**src/rtl/core/assert_macros.svh**
```systemverilog
// Assertion macros shared by the RTL of the XMODEM receiver.
// No dependencies; every macro expects clk_i and rst_ni in scope.
`ifndef ASSERT_MACROS_SVH
`define ASSERT_MACROS_SVH

// Same-cycle implication, checked outside reset.
`define ASSERT_IMP(label, ante, cons) \
  label: assert property (@(posedge clk_i) disable iff (!rst_ni) (ante) |-> (cons)) \
    else $error("assertion failed: same-cycle implication");

// Next-cycle implication, checked outside reset.
`define ASSERT_NXT(label, ante, cons) \
  label: assert property (@(posedge clk_i) disable iff (!rst_ni) (ante) |=> (cons)) \
    else $error("assertion failed: next-cycle implication");

`endif

```
**src/rtl/core/xcr_pkg.sv**
```systemverilog
// Package for the XMODEM checksum receiver: codes, protocol bytes, state types.
// No dependencies.
package xcr_pkg;

  // input item kinds (tuser of the slave side)
  localparam logic [1:0] KIND_START = 2'd0;
  localparam logic [1:0] KIND_BYTE  = 2'd1;
  localparam logic [1:0] KIND_TICK  = 2'd2;

  // result kinds (tuser of the master side)
  localparam logic [1:0] RK_STATUS = 2'd0;
  localparam logic [1:0] RK_TXBYTE = 2'd1;
  localparam logic [1:0] RK_WORD   = 2'd2;

  // session status
  localparam logic [1:0] SS_RUN  = 2'd0;
  localparam logic [1:0] SS_DONE = 2'd1;
  localparam logic [1:0] SS_FAIL = 2'd2;

  // protocol characters
  localparam logic [7:0] CH_SOH = 8'h01;
  localparam logic [7:0] CH_EOT = 8'h04;
  localparam logic [7:0] CH_ACK = 8'h06;
  localparam logic [7:0] CH_NAK = 8'h15;
  localparam logic [7:0] CH_CAN = 8'h18;
  localparam logic [7:0] CMPL_MASK = 8'hFF;

  // configuration register indexes (paddr[3:2])
  localparam logic [1:0] REG_MAX_ATTEMPTS   = 2'd0;
  localparam logic [1:0] REG_BEGIN_TIMEOUT  = 2'd1;
  localparam logic [1:0] REG_PACKET_TIMEOUT = 2'd2;

  localparam int unsigned OUT_TDATA_W = 80;

  typedef enum logic [4:0] {
    PH_IDLE = 5'b00001,
    PH_SOH  = 5'b00010,
    PH_SEQ  = 5'b00100,
    PH_CMPL = 5'b01000,
    PH_DATA = 5'b10000
  } phase_e;

  typedef enum logic [4:0] {
    ST_IDLE  = 5'b00001,
    ST_WRITE = 5'b00010,
    ST_RD    = 5'b00100,
    ST_WORD  = 5'b01000,
    ST_EMIT  = 5'b10000
  } fsm_e;

endpackage

```
**src/rtl/core/xmodem_checksum_receiver.sv**
```systemverilog
// XMODEM receiver (8-bit checksum): stream in, stream out, APB configuration.
// Depends on xcr_pkg and assert_macros.svh.
//
//   channel   | direction | tdata                          | tuser        | tlast
//   s_axis    | in        | rx_byte                        | kind         | -
//   m_axis    | out       | tx,payload,word_index,status   | result_kind  | last of item
//   apb       | in/out    | pwdata/prdata, 3 registers     | -            | -
//
// One item at a time. A status-only item or NAK/ACK gives a single result; a payload byte
// goes through a read of the packet store word, merge and write back, then the status result.
// CAN gives two results. A good checksum drains the store word by word (registered
// memory read then output load), then gives the ACK; output stalls hold the drain.
// rst_ni clears control state asynchronously; the packet store is not cleared.
// A stalled master side holds the output register and the sequencer in its output states.
`include "assert_macros.svh"

module xmodem_checksum_receiver #(
  parameter int unsigned PACKET_BYTES = 128
) (
  input  logic                           clk_i,
  input  logic                           rst_ni,
  // slave side
  input  logic                           s_axis_tvalid,
  output logic                           s_axis_tready,
  input  logic [7:0]                     s_axis_tdata,  // [7:0] rx_byte
  input  logic [1:0]                     s_axis_tuser,  // [1:0] kind
  // master side
  output logic                           m_axis_tvalid,
  input  logic                           m_axis_tready,
  // [7:0] tx_byte, [71:8] payload_word, [75:72] word_index, [77:76] session_status
  output logic [xcr_pkg::OUT_TDATA_W-1:0] m_axis_tdata,
  output logic [1:0]                     m_axis_tuser,  // [1:0] result_kind
  output logic                           m_axis_tlast,
  // configuration
  input  logic                           psel,
  input  logic                           penable,
  input  logic                           pwrite,
  input  logic [3:0]                     paddr,
  input  logic [31:0]                    pwdata,
  output logic [31:0]                    prdata,
  output logic                           pready
);

  localparam int unsigned WORDS = (PACKET_BYTES + 7) / 8;
  localparam int unsigned AW    = (WORDS > 1) ? $clog2(WORDS) : 1;
  localparam int unsigned CW    = $clog2(PACKET_BYTES + 1);
  localparam logic [AW-1:0] LAST_WORD = AW'(WORDS - 1);
  localparam logic [CW-1:0] PKT_BYTES = CW'(PACKET_BYTES);

  // ---------------------------------------------------------------- config
  logic [7:0]  max_att_q;
  logic [15:0] begin_to_q, pkt_to_q;
  logic        cfg_wr;

  assign pready = 1'b1;
  assign cfg_wr = psel & penable & pwrite & pready;

  always_ff @(posedge clk_i or negedge rst_ni) begin
    if (!rst_ni) begin
      max_att_q  <= 8'd10;
      begin_to_q <= 16'd3000;
      pkt_to_q   <= 16'd3000;
    end else if (cfg_wr) begin
      unique case (paddr[3:2])
        xcr_pkg::REG_MAX_ATTEMPTS:   max_att_q  <= pwdata[7:0];
        xcr_pkg::REG_BEGIN_TIMEOUT:  begin_to_q <= pwdata[15:0];
        xcr_pkg::REG_PACKET_TIMEOUT: pkt_to_q   <= pwdata[15:0];
        default: ;
      endcase
    end
  end

  always_comb begin
    unique case (paddr[3:2])
      xcr_pkg::REG_MAX_ATTEMPTS:   prdata = {24'd0, max_att_q};
      xcr_pkg::REG_BEGIN_TIMEOUT:  prdata = {16'd0, begin_to_q};
      xcr_pkg::REG_PACKET_TIMEOUT: prdata = {16'd0, pkt_to_q};
      default:                     prdata = '0;
    endcase
  end

  // ---------------------------------------------------------------- state
  xcr_pkg::fsm_e   state_q, state_d;
  xcr_pkg::phase_e phase_q, phase_d;
  logic [7:0]      block_q, block_d;
  logic [7:0]      att_q, att_d;
  logic [CW-1:0]   bcnt_q, bcnt_d;
  logic [7:0]      sum_q, sum_d;
  logic [15:0]     timer_q, timer_d;

  // pending control results of the current item
  logic [1:0]      em_kind_q, em_kind_d;
  logic [7:0]      em_tx_q, em_tx_d;
  logic [1:0]      em_cnt_q, em_cnt_d;
  logic [1:0]      status_q, status_d;
  logic [AW-1:0]   drain_q, drain_d;

  // byte write-back context
  logic [7:0]      byte_q, byte_d;
  logic [2:0]      off_q, off_d;
  logic [AW-1:0]   wr_addr_q, wr_addr_d;

  // output register
  logic                           out_valid_q, out_valid_d;
  logic [xcr_pkg::OUT_TDATA_W-1:0] out_data_q, out_data_d;
  logic [1:0]                     out_user_q, out_user_d;
  logic                           out_last_q, out_last_d;
  logic                           out_free;

  // packet store: one write and one registered read per cycle
  logic [63:0]     store_q [WORDS];
  logic [63:0]     rd_data_q;
  logic [AW-1:0]   rd_addr;
  logic            store_we;
  logic [63:0]     store_wdata;

  logic            in_accept;
  logic [7:0]      att_inc;
  logic            do_retry;

  assign s_axis_tready = (state_q == xcr_pkg::ST_IDLE);
  assign in_accept     = s_axis_tvalid & s_axis_tready;
  assign out_free      = ~out_valid_q | m_axis_tready;

  assign m_axis_tvalid = out_valid_q;
  assign m_axis_tdata  = out_data_q;
  assign m_axis_tuser  = out_user_q;
  assign m_axis_tlast  = out_last_q;

  // saturating attempt count
  assign att_inc = (att_q == 8'hFF) ? att_q : att_q + 8'd1;

  // While idle, point at the word the next payload byte lands in; otherwise at the drain word.
  assign rd_addr = (state_q == xcr_pkg::ST_IDLE) ? bcnt_q[3 +: AW] : drain_q;

  // Merge the byte into the stored word; the first byte of a word clears the rest.
  always_comb begin
    for (int j = 0; j < 8; j++) begin
      if (off_q == 3'(j)) begin
        store_wdata[8*j +: 8] = byte_q;
      end else if (off_q == 3'd0) begin
        store_wdata[8*j +: 8] = 8'd0;
      end else begin
        store_wdata[8*j +: 8] = rd_data_q[8*j +: 8];
      end
    end
  end

  always_comb begin
    state_d     = state_q;
    phase_d     = phase_q;
    block_d     = block_q;
    att_d       = att_q;
    bcnt_d      = bcnt_q;
    sum_d       = sum_q;
    timer_d     = timer_q;
    em_kind_d   = em_kind_q;
    em_tx_d     = em_tx_q;
    em_cnt_d    = em_cnt_q;
    status_d    = status_q;
    drain_d     = drain_q;
    byte_d      = byte_q;
    off_d       = off_q;
    wr_addr_d   = wr_addr_q;
    out_valid_d = out_valid_q & ~m_axis_tready;
    out_data_d  = out_data_q;
    out_user_d  = out_user_q;
    out_last_d  = out_last_q;
    store_we    = 1'b0;
    do_retry    = 1'b0;

    unique case (state_q)
      xcr_pkg::ST_IDLE: begin
        if (in_accept) begin
          // default: one status-only result
          em_kind_d = xcr_pkg::RK_STATUS;
          em_tx_d   = 8'd0;
          em_cnt_d  = 2'd1;
          status_d  = xcr_pkg::SS_RUN;
          state_d   = xcr_pkg::ST_EMIT;
          if (s_axis_tuser == xcr_pkg::KIND_START) begin
            block_d   = 8'd1;
            att_d     = 8'd0;
            bcnt_d    = '0;
            sum_d     = 8'd0;
            em_kind_d = xcr_pkg::RK_TXBYTE;
            em_tx_d   = xcr_pkg::CH_NAK;
            timer_d   = begin_to_q;
            phase_d   = xcr_pkg::PH_SOH;
          end else if (s_axis_tuser == xcr_pkg::KIND_TICK &&
                       phase_q != xcr_pkg::PH_IDLE) begin
            if (timer_q <= 16'd1) begin
              timer_d  = 16'd0;
              do_retry = 1'b1;
            end else begin
              timer_d = timer_q - 16'd1;
            end
          end else if (s_axis_tuser == xcr_pkg::KIND_BYTE &&
                       phase_q != xcr_pkg::PH_IDLE) begin
            unique case (phase_q)
              xcr_pkg::PH_SOH: begin
                if (s_axis_tdata == xcr_pkg::CH_SOH) begin
                  phase_d = xcr_pkg::PH_SEQ;
                end else if (s_axis_tdata == xcr_pkg::CH_EOT) begin
                  em_kind_d = xcr_pkg::RK_TXBYTE;
                  em_tx_d   = xcr_pkg::CH_ACK;
                  status_d  = xcr_pkg::SS_DONE;
                  phase_d   = xcr_pkg::PH_IDLE;
                end
              end
              xcr_pkg::PH_SEQ: begin
                phase_d = (s_axis_tdata == block_q) ? xcr_pkg::PH_CMPL : xcr_pkg::PH_SOH;
              end
              xcr_pkg::PH_CMPL: begin
                if (s_axis_tdata == (block_q ^ xcr_pkg::CMPL_MASK)) begin
                  bcnt_d  = '0;
                  sum_d   = 8'd0;
                  timer_d = pkt_to_q;
                  phase_d = xcr_pkg::PH_DATA;
                end else begin
                  phase_d = xcr_pkg::PH_SOH;
                end
              end
              xcr_pkg::PH_DATA: begin
                if (bcnt_q < PKT_BYTES) begin
                  // read now, merge and write back next cycle
                  byte_d    = s_axis_tdata;
                  off_d     = bcnt_q[2:0];
                  wr_addr_d = bcnt_q[3 +: AW];
                  sum_d     = sum_q + s_axis_tdata;
                  bcnt_d    = bcnt_q + CW'(1);
                  state_d   = xcr_pkg::ST_WRITE;
                end else if (s_axis_tdata != sum_q) begin
                  do_retry = 1'b1;
                end else begin
                  block_d   = block_q + 8'd1;
                  att_d     = 8'd0;
                  em_kind_d = xcr_pkg::RK_TXBYTE;
                  em_tx_d   = xcr_pkg::CH_ACK;
                  timer_d   = begin_to_q;
                  phase_d   = xcr_pkg::PH_SOH;
                  drain_d   = '0;
                  state_d   = xcr_pkg::ST_RD;
                end
              end
              default: ;
            endcase
          end

          if (do_retry) begin
            att_d     = att_inc;
            em_kind_d = xcr_pkg::RK_TXBYTE;
            if (att_inc > max_att_q) begin
              em_tx_d  = xcr_pkg::CH_CAN;
              em_cnt_d = 2'd2;
              status_d = xcr_pkg::SS_FAIL;
              phase_d  = xcr_pkg::PH_IDLE;
            end else begin
              em_tx_d = xcr_pkg::CH_NAK;
              timer_d = begin_to_q;
              phase_d = xcr_pkg::PH_SOH;
            end
          end
        end
      end

      xcr_pkg::ST_WRITE: begin
        store_we = 1'b1;
        state_d  = xcr_pkg::ST_EMIT;
      end

      xcr_pkg::ST_RD: begin
        state_d = xcr_pkg::ST_WORD;
      end

      xcr_pkg::ST_WORD: begin
        if (out_free) begin
          out_valid_d = 1'b1;
          out_user_d  = xcr_pkg::RK_WORD;
          out_last_d  = 1'b0;
          out_data_d  = {2'b00, xcr_pkg::SS_RUN, 4'(drain_q), rd_data_q, 8'd0};
          if (drain_q == LAST_WORD) begin
            state_d = xcr_pkg::ST_EMIT;
          end else begin
            drain_d = drain_q + AW'(1);
            state_d = xcr_pkg::ST_RD;
          end
        end
      end

      xcr_pkg::ST_EMIT: begin
        if (out_free) begin
          out_valid_d = 1'b1;
          out_user_d  = em_kind_q;
          out_last_d  = (em_cnt_q == 2'd1);
          out_data_d  = {2'b00, status_q, 4'd0, 64'd0, em_tx_q};
          em_cnt_d    = em_cnt_q - 2'd1;
          if (em_cnt_q == 2'd1) begin
            state_d = xcr_pkg::ST_IDLE;
          end
        end
      end

      default: state_d = xcr_pkg::ST_IDLE;
    endcase
  end

  always_ff @(posedge clk_i or negedge rst_ni) begin
    if (!rst_ni) begin
      state_q     <= xcr_pkg::ST_IDLE;
      phase_q     <= xcr_pkg::PH_IDLE;
      block_q     <= 8'd1;
      att_q       <= 8'd0;
      bcnt_q      <= '0;
      sum_q       <= 8'd0;
      timer_q     <= 16'd0;
      em_kind_q   <= xcr_pkg::RK_STATUS;
      em_tx_q     <= 8'd0;
      em_cnt_q    <= 2'd0;
      status_q    <= xcr_pkg::SS_RUN;
      drain_q     <= '0;
      out_valid_q <= 1'b0;
    end else begin
      state_q     <= state_d;
      phase_q     <= phase_d;
      block_q     <= block_d;
      att_q       <= att_d;
      bcnt_q      <= bcnt_d;
      sum_q       <= sum_d;
      timer_q     <= timer_d;
      em_kind_q   <= em_kind_d;
      em_tx_q     <= em_tx_d;
      em_cnt_q    <= em_cnt_d;
      status_q    <= status_d;
      drain_q     <= drain_d;
      out_valid_q <= out_valid_d;
    end
  end

  // payload registers, no reset
  always_ff @(posedge clk_i) begin
    byte_q     <= byte_d;
    off_q      <= off_d;
    wr_addr_q  <= wr_addr_d;
    out_data_q <= out_data_d;
    out_user_q <= out_user_d;
    out_last_q <= out_last_d;
  end

  // Each item finishes its write before the next is accepted, so no forwarding is needed.
  always_ff @(posedge clk_i) begin
    if (store_we) begin
      store_q[wr_addr_q] <= store_wdata;
    end
    rd_data_q <= store_q[rd_addr];
  end

  // ---------------------------------------------------------------- checks
  `ASSERT_NXT(a_accept_leaves_idle, in_accept, state_q != xcr_pkg::ST_IDLE)
  `ASSERT_IMP(a_bcnt_in_range, 1'b1, bcnt_q <= PKT_BYTES)
  `ASSERT_IMP(a_drain_in_range, state_q == xcr_pkg::ST_WORD, drain_q <= LAST_WORD)

endmodule
```
**config.mk**
```make
export PLATFORM = sky130hd
export DESIGN_NAME = xmodem_checksum_receiver
export DESIGN_NICKNAME = d
export VERILOG_FILES = /design/src/rtl/core/xcr_pkg.sv /design/src/rtl/core/xmodem_checksum_receiver.sv
export VERILOG_INCLUDE_DIRS = /design/src /design/src/rtl/core
export SDC_FILE = /design/constraint.sdc
export NUM_CORES = 2
export LEC_CHECK = 0
export BUFFER_PORTS_ARGS = -buffer_cell sky130_fd_sc_hd__buf_2
export CAP_MARGIN = 20
export CORE_ASPECT_RATIO = 1.2
export CORE_MARGIN = 5
export CORE_UTILIZATION = 35
export DETAILED_ROUTE_END_ITERATION = 10
export GPL_ROUTABILITY_DRIVEN = 0
export GPL_TIMING_DRIVEN = 0
export HOLD_SLACK_MARGIN = 0.03
export PLACE_DENSITY = 0.59
export SLEW_MARGIN = 20
export SYNTH_ARGS = -nofsm -noshare
export SYNTH_HDL_FRONTEND = slang
export SYNTH_SLANG_ARGS = --single-unit
```
**constraint.sdc**
```tcl
create_clock -name clk_i -period 10.9 [get_ports clk_i]
set_input_delay 1.635 -clock clk_i [delete_from_list [all_inputs] [get_ports clk_i]]
set_output_delay 1.635 -clock clk_i [all_outputs]
set_load 0.005 [all_outputs]
```
==> results.tsv <==
metric	value	unit
Area contributors post-synth	edfxtp_1 (66%), mux4_2 (11%), dfrtp_1 (4.6%)	
largest net degree at the start of global routing	69	
Worst Max-Slew Pin Slew	1130	ps
cts bufs inserted	121	
Syn Inst Count	2750	
number of port buffers	129	
GR peak layer	met2	
Register-to-Register Path Depth	8	
most used cell, CP	buf_2	
Die Span Y	427	um
Crit path largest cell delay	590	ps
layout net count	3247	
Max rail drop VDD	0.000130	V
M3 GR Usage	3.02	%
Max FO, Critical Path	10	
RR Startpoint	state_q[4]$_DFFE_PN0P_	
Routed Antenna Nets	0	
Slew Limit Fails	0	
postcts setup bufs	0	
Synth Area per Inst	18.4	um2
critical path class	in2out	
worst setup margin	5980	ps
M1 GR Usage	23.3	%
Worst Setup End Kind	output pin	
Tot Pwr	12.2	mW
GRT Total Usage	17.7	%
Synth Register Bits	1292	
grt ovf	0	
Synth top area share	66.2	%
io pins	171	
Placeable Area	143000	um2
CTS clock-pin slew for the worst setup and hold paths	70	ps
final hold violations	0	
Resize count post-CTS	0	
critical path launch point type	primary input	
First-pass DRT Iterations	6	
htree depth	3	
Critical Path RT	9270	ps
Core Rows	152	
CP startpoint	paddr[2]	
post-DR vias/cell	5.32	
max_slew headroom	24.9	%
EDFF count, synth	1116	
Leak	20.7	nW
Design Area, Final	59900	um2
maximum clock path buffer count	3	
Max Clock Freq	203	MHz
GR Layer Usage met2	29.9	%
CTS sink cnt	1292	
detailed-route wire length	136000	um
initial antenna violation count	13	
WP data arrival	3280	ps
Synth Cell Area	50600	um2
cell taking the most area after synthesis	edfxtp_1	
run status	finished clean	
Via Count	27704	
Max Cap Viol	0	
Die Area	152000	um2
crit share post-route	45.1	%
Hold Path Cell Cnt	0	
setup TNS	0	ps
hpwl dp	93600	um
clock skew	27.5	ps
Die Width	357	um
Hold-fix buffers, CTS	0	
Initial Utilization	35.3	%
hold path start	bcnt_q[5]$_DFFE_PN0P_	
Setup WS pre-CTS	5970	ps
pwr dens	203	nW/um2
first-pass GRT wire length	196000	um
WL per Instance	26.2	um
DR iter-0 viols	3154	
Syn. warnings	0	
Worst path slowest cell	buf_1	
Main synth FF type	edfxtp_1	
RSZ-0062 raised after global routing	no	
cell family with most CP delay	buffers and inverters	
worst min path class	reg2reg	
worst path cell trace	buf_2 > buf_1 > nor2b_1 > clkbuf_1 > a22o_1 > buf_2	
Area Growth Syn to Fin	18.3	%
stages on the worst setup path	6	
ys async rst share	8.67	%
vias in the first global route	27981	
layout cells sized above 1	27.4	%
dpl cell area	55700	um2
CTS tree	built	
clk root buf	clkbuf_16	
Yosys cell types	75	
clock insertion delay at the later pin of the skew report	750	ps
Final min period	4920	ps
# setup viols final	0	
post-synthesis sequential area ratio	74.3	%
Buf/Inv on CP	4	
# DRC	0	
## path summary, 6_finish.rpt
| path | end | slack, ps |
|---|---|---|
| setup / recovery | prdata[12] | 5980 |
| hold / removal | wr_addr_q[2]$_DFFE_PP_ | 450 |
| setup reg to reg | rd_data_q[47]$_DFF_P_ | 6570 |
| hold reg to reg | wr_addr_q[2]$_DFFE_PP_ | 450 |
| max in group asynchronous | block_q[0]$_DFFE_PN1P_ | 9330 |
| min in group asynchronous | att_q[2]$_DFFE_PN0P_ | 820 |
## layer usage
layer  vias to the layer above  routed length [um]
li1                      11876                   -
met1                     14610               54800
met2                      1009               67600
met3                       201                9360
met4                         8                4420
met5                         -                  48
## worst register-to-register path, cell delays in order, from the launching register on
cell	delay [ps]
dfrtp_1	410
nor3_1	490
nand2_1	420
mux2i_1	500
clkbuf_1	810
buf_2	560
mux4_2	580
a22oi_1	240
nand2_1	170
## layout by cell type, fill, tap and decap left out, types with 10 or more instances in the layout
master / netlist / layout
edfxtp_1: 1116 / 1116
mux4_2: 256 / 256
buf_2: 29 / 206
nand2_1: 192 / 192
a22oi_1: 132 / 132
clkbuf_16: 0 / 123
clkbuf_1: 91 / 111
dfrtp_1: 93 / 93
nor2_1: 96 / 87
buf_4: 23 / 66
dfxtp_1: 64 / 64
and2_1: 59 / 59
mux2_2: 54 / 54
o21ai_0: 75 / 50
inv_1: 48 / 48
a22o_1: 38 / 38
a21oi_1: 39 / 38
o21ai_1: 12 / 34
buf_16: 0 / 28
o22ai_1: 26 / 26
clkinv_2: 0 / 26
nand3_1: 24 / 24
ha_1: 22 / 22
conb_1: 2 / 22
nor3_1: 24 / 21
dfstp_2: 19 / 19
xnor2_1: 17 / 17
bufinv_16: 0 / 17
clkinv_1: 0 / 16
buf_12: 0 / 15
buf_1: 14 / 14
a21o_1: 14 / 14
buf_6: 0 / 14
nor2b_1: 12 / 12
mux2i_1: 11 / 11
xor2_1: 11 / 11
nand4_1: 10 / 10
nor2_4: 1 / 10
## where the power goes
| group | internal (mW) | total (mW) | switching, mW |
|---|---|---|---|
| clock network | 2.51 | 4.40 | 1.89 |
| logic | 0.786 | 1.97 | 1.18 |
| registers | 5.61 | 5.81 | 0.204 |
| total | 8.90 | 12.2 | 3.27 |
## layout make-up
cell class                 instances  area, um2
sequential                      1292      37600
antenna                            5       12.5
clock inverter                    82        918
timing repair buffer             278       2450
inverter                          48        180
clock buffer                     148       3220
fill                           12750      83500
tap                             1925       2410
multi-input combinational       1273      12300
buffer                           157        712
## cells by family (layout without fill, tap and decap cells)
kind of cell	count (synthesis)	count (layout)	share of synthesized area, %
compound gates	397	397	5.46
buf+inv	205	713	1.76
xor+xnor	28	28	0.485
flops	1292	1292	74.3
fa+ha+maj	23	23	0.584
other cells	2	27	0.0148
simple gates	482	482	4.54
mux	321	321	12.8
## cell usage after synthesis, drive strengths merged (4+ instances only)
cell type  count
mux2i         11
edfxtp      1116
clkbuf        91
mux4         256
o22ai         26
nor3b          5
o21ai         87
xor2          11
or4            4
nand4         10
nand3b         4
and2          60
a21oi         39
o31ai          7
dfstp         19
nand2        193
o21a           4
dfxtp         64
and3           7
dfrtp         93
a21o          14
a22o          38
inv           48
mux2          54
o211ai         5
nor4          13
a211o          4
a32oi          4
nor2b         12
nand3         24
a22oi        133
a221o          4
ha            22
or2            4
xnor2         17
nand2b         8
or3            8
buf           66
nor2          97
a211oi         5
nor3          24
## state kept, by name, summed over array words and instances (netlist names)
register and count:
rd_data_q 64, max_att_q 8, m_axis_tvalid 1, drain_q 4, block_q 8, byte_q 8, m_axis_tlast 1, em_tx_q 5
em_cnt_q 2, pkt_to_q 16, timer_q 16, phase_q 5, wr_addr_q 4, em_kind_q 1, sum_q 8, att_q 8
bcnt_q 8, state_q 5, m_axis_tuser 2, off_q 3, begin_to_q 16, store_q 1024, status_q 1, m_axis_tdata 74
## through the flow
stage | utilization (%) | hold slack, ps | cells
global placement | 37.5 | 425 | 4824
floorplan | - | 423 | 2770
CTS | 41.7 | 452 | 5203
detailed placement | 38.8 | 435 | 4973
global route | 41.7 | 464 | 5204
finish | 41.7 | 452 | 5208
Note: power is estimated with default switching activity, not from simulation.
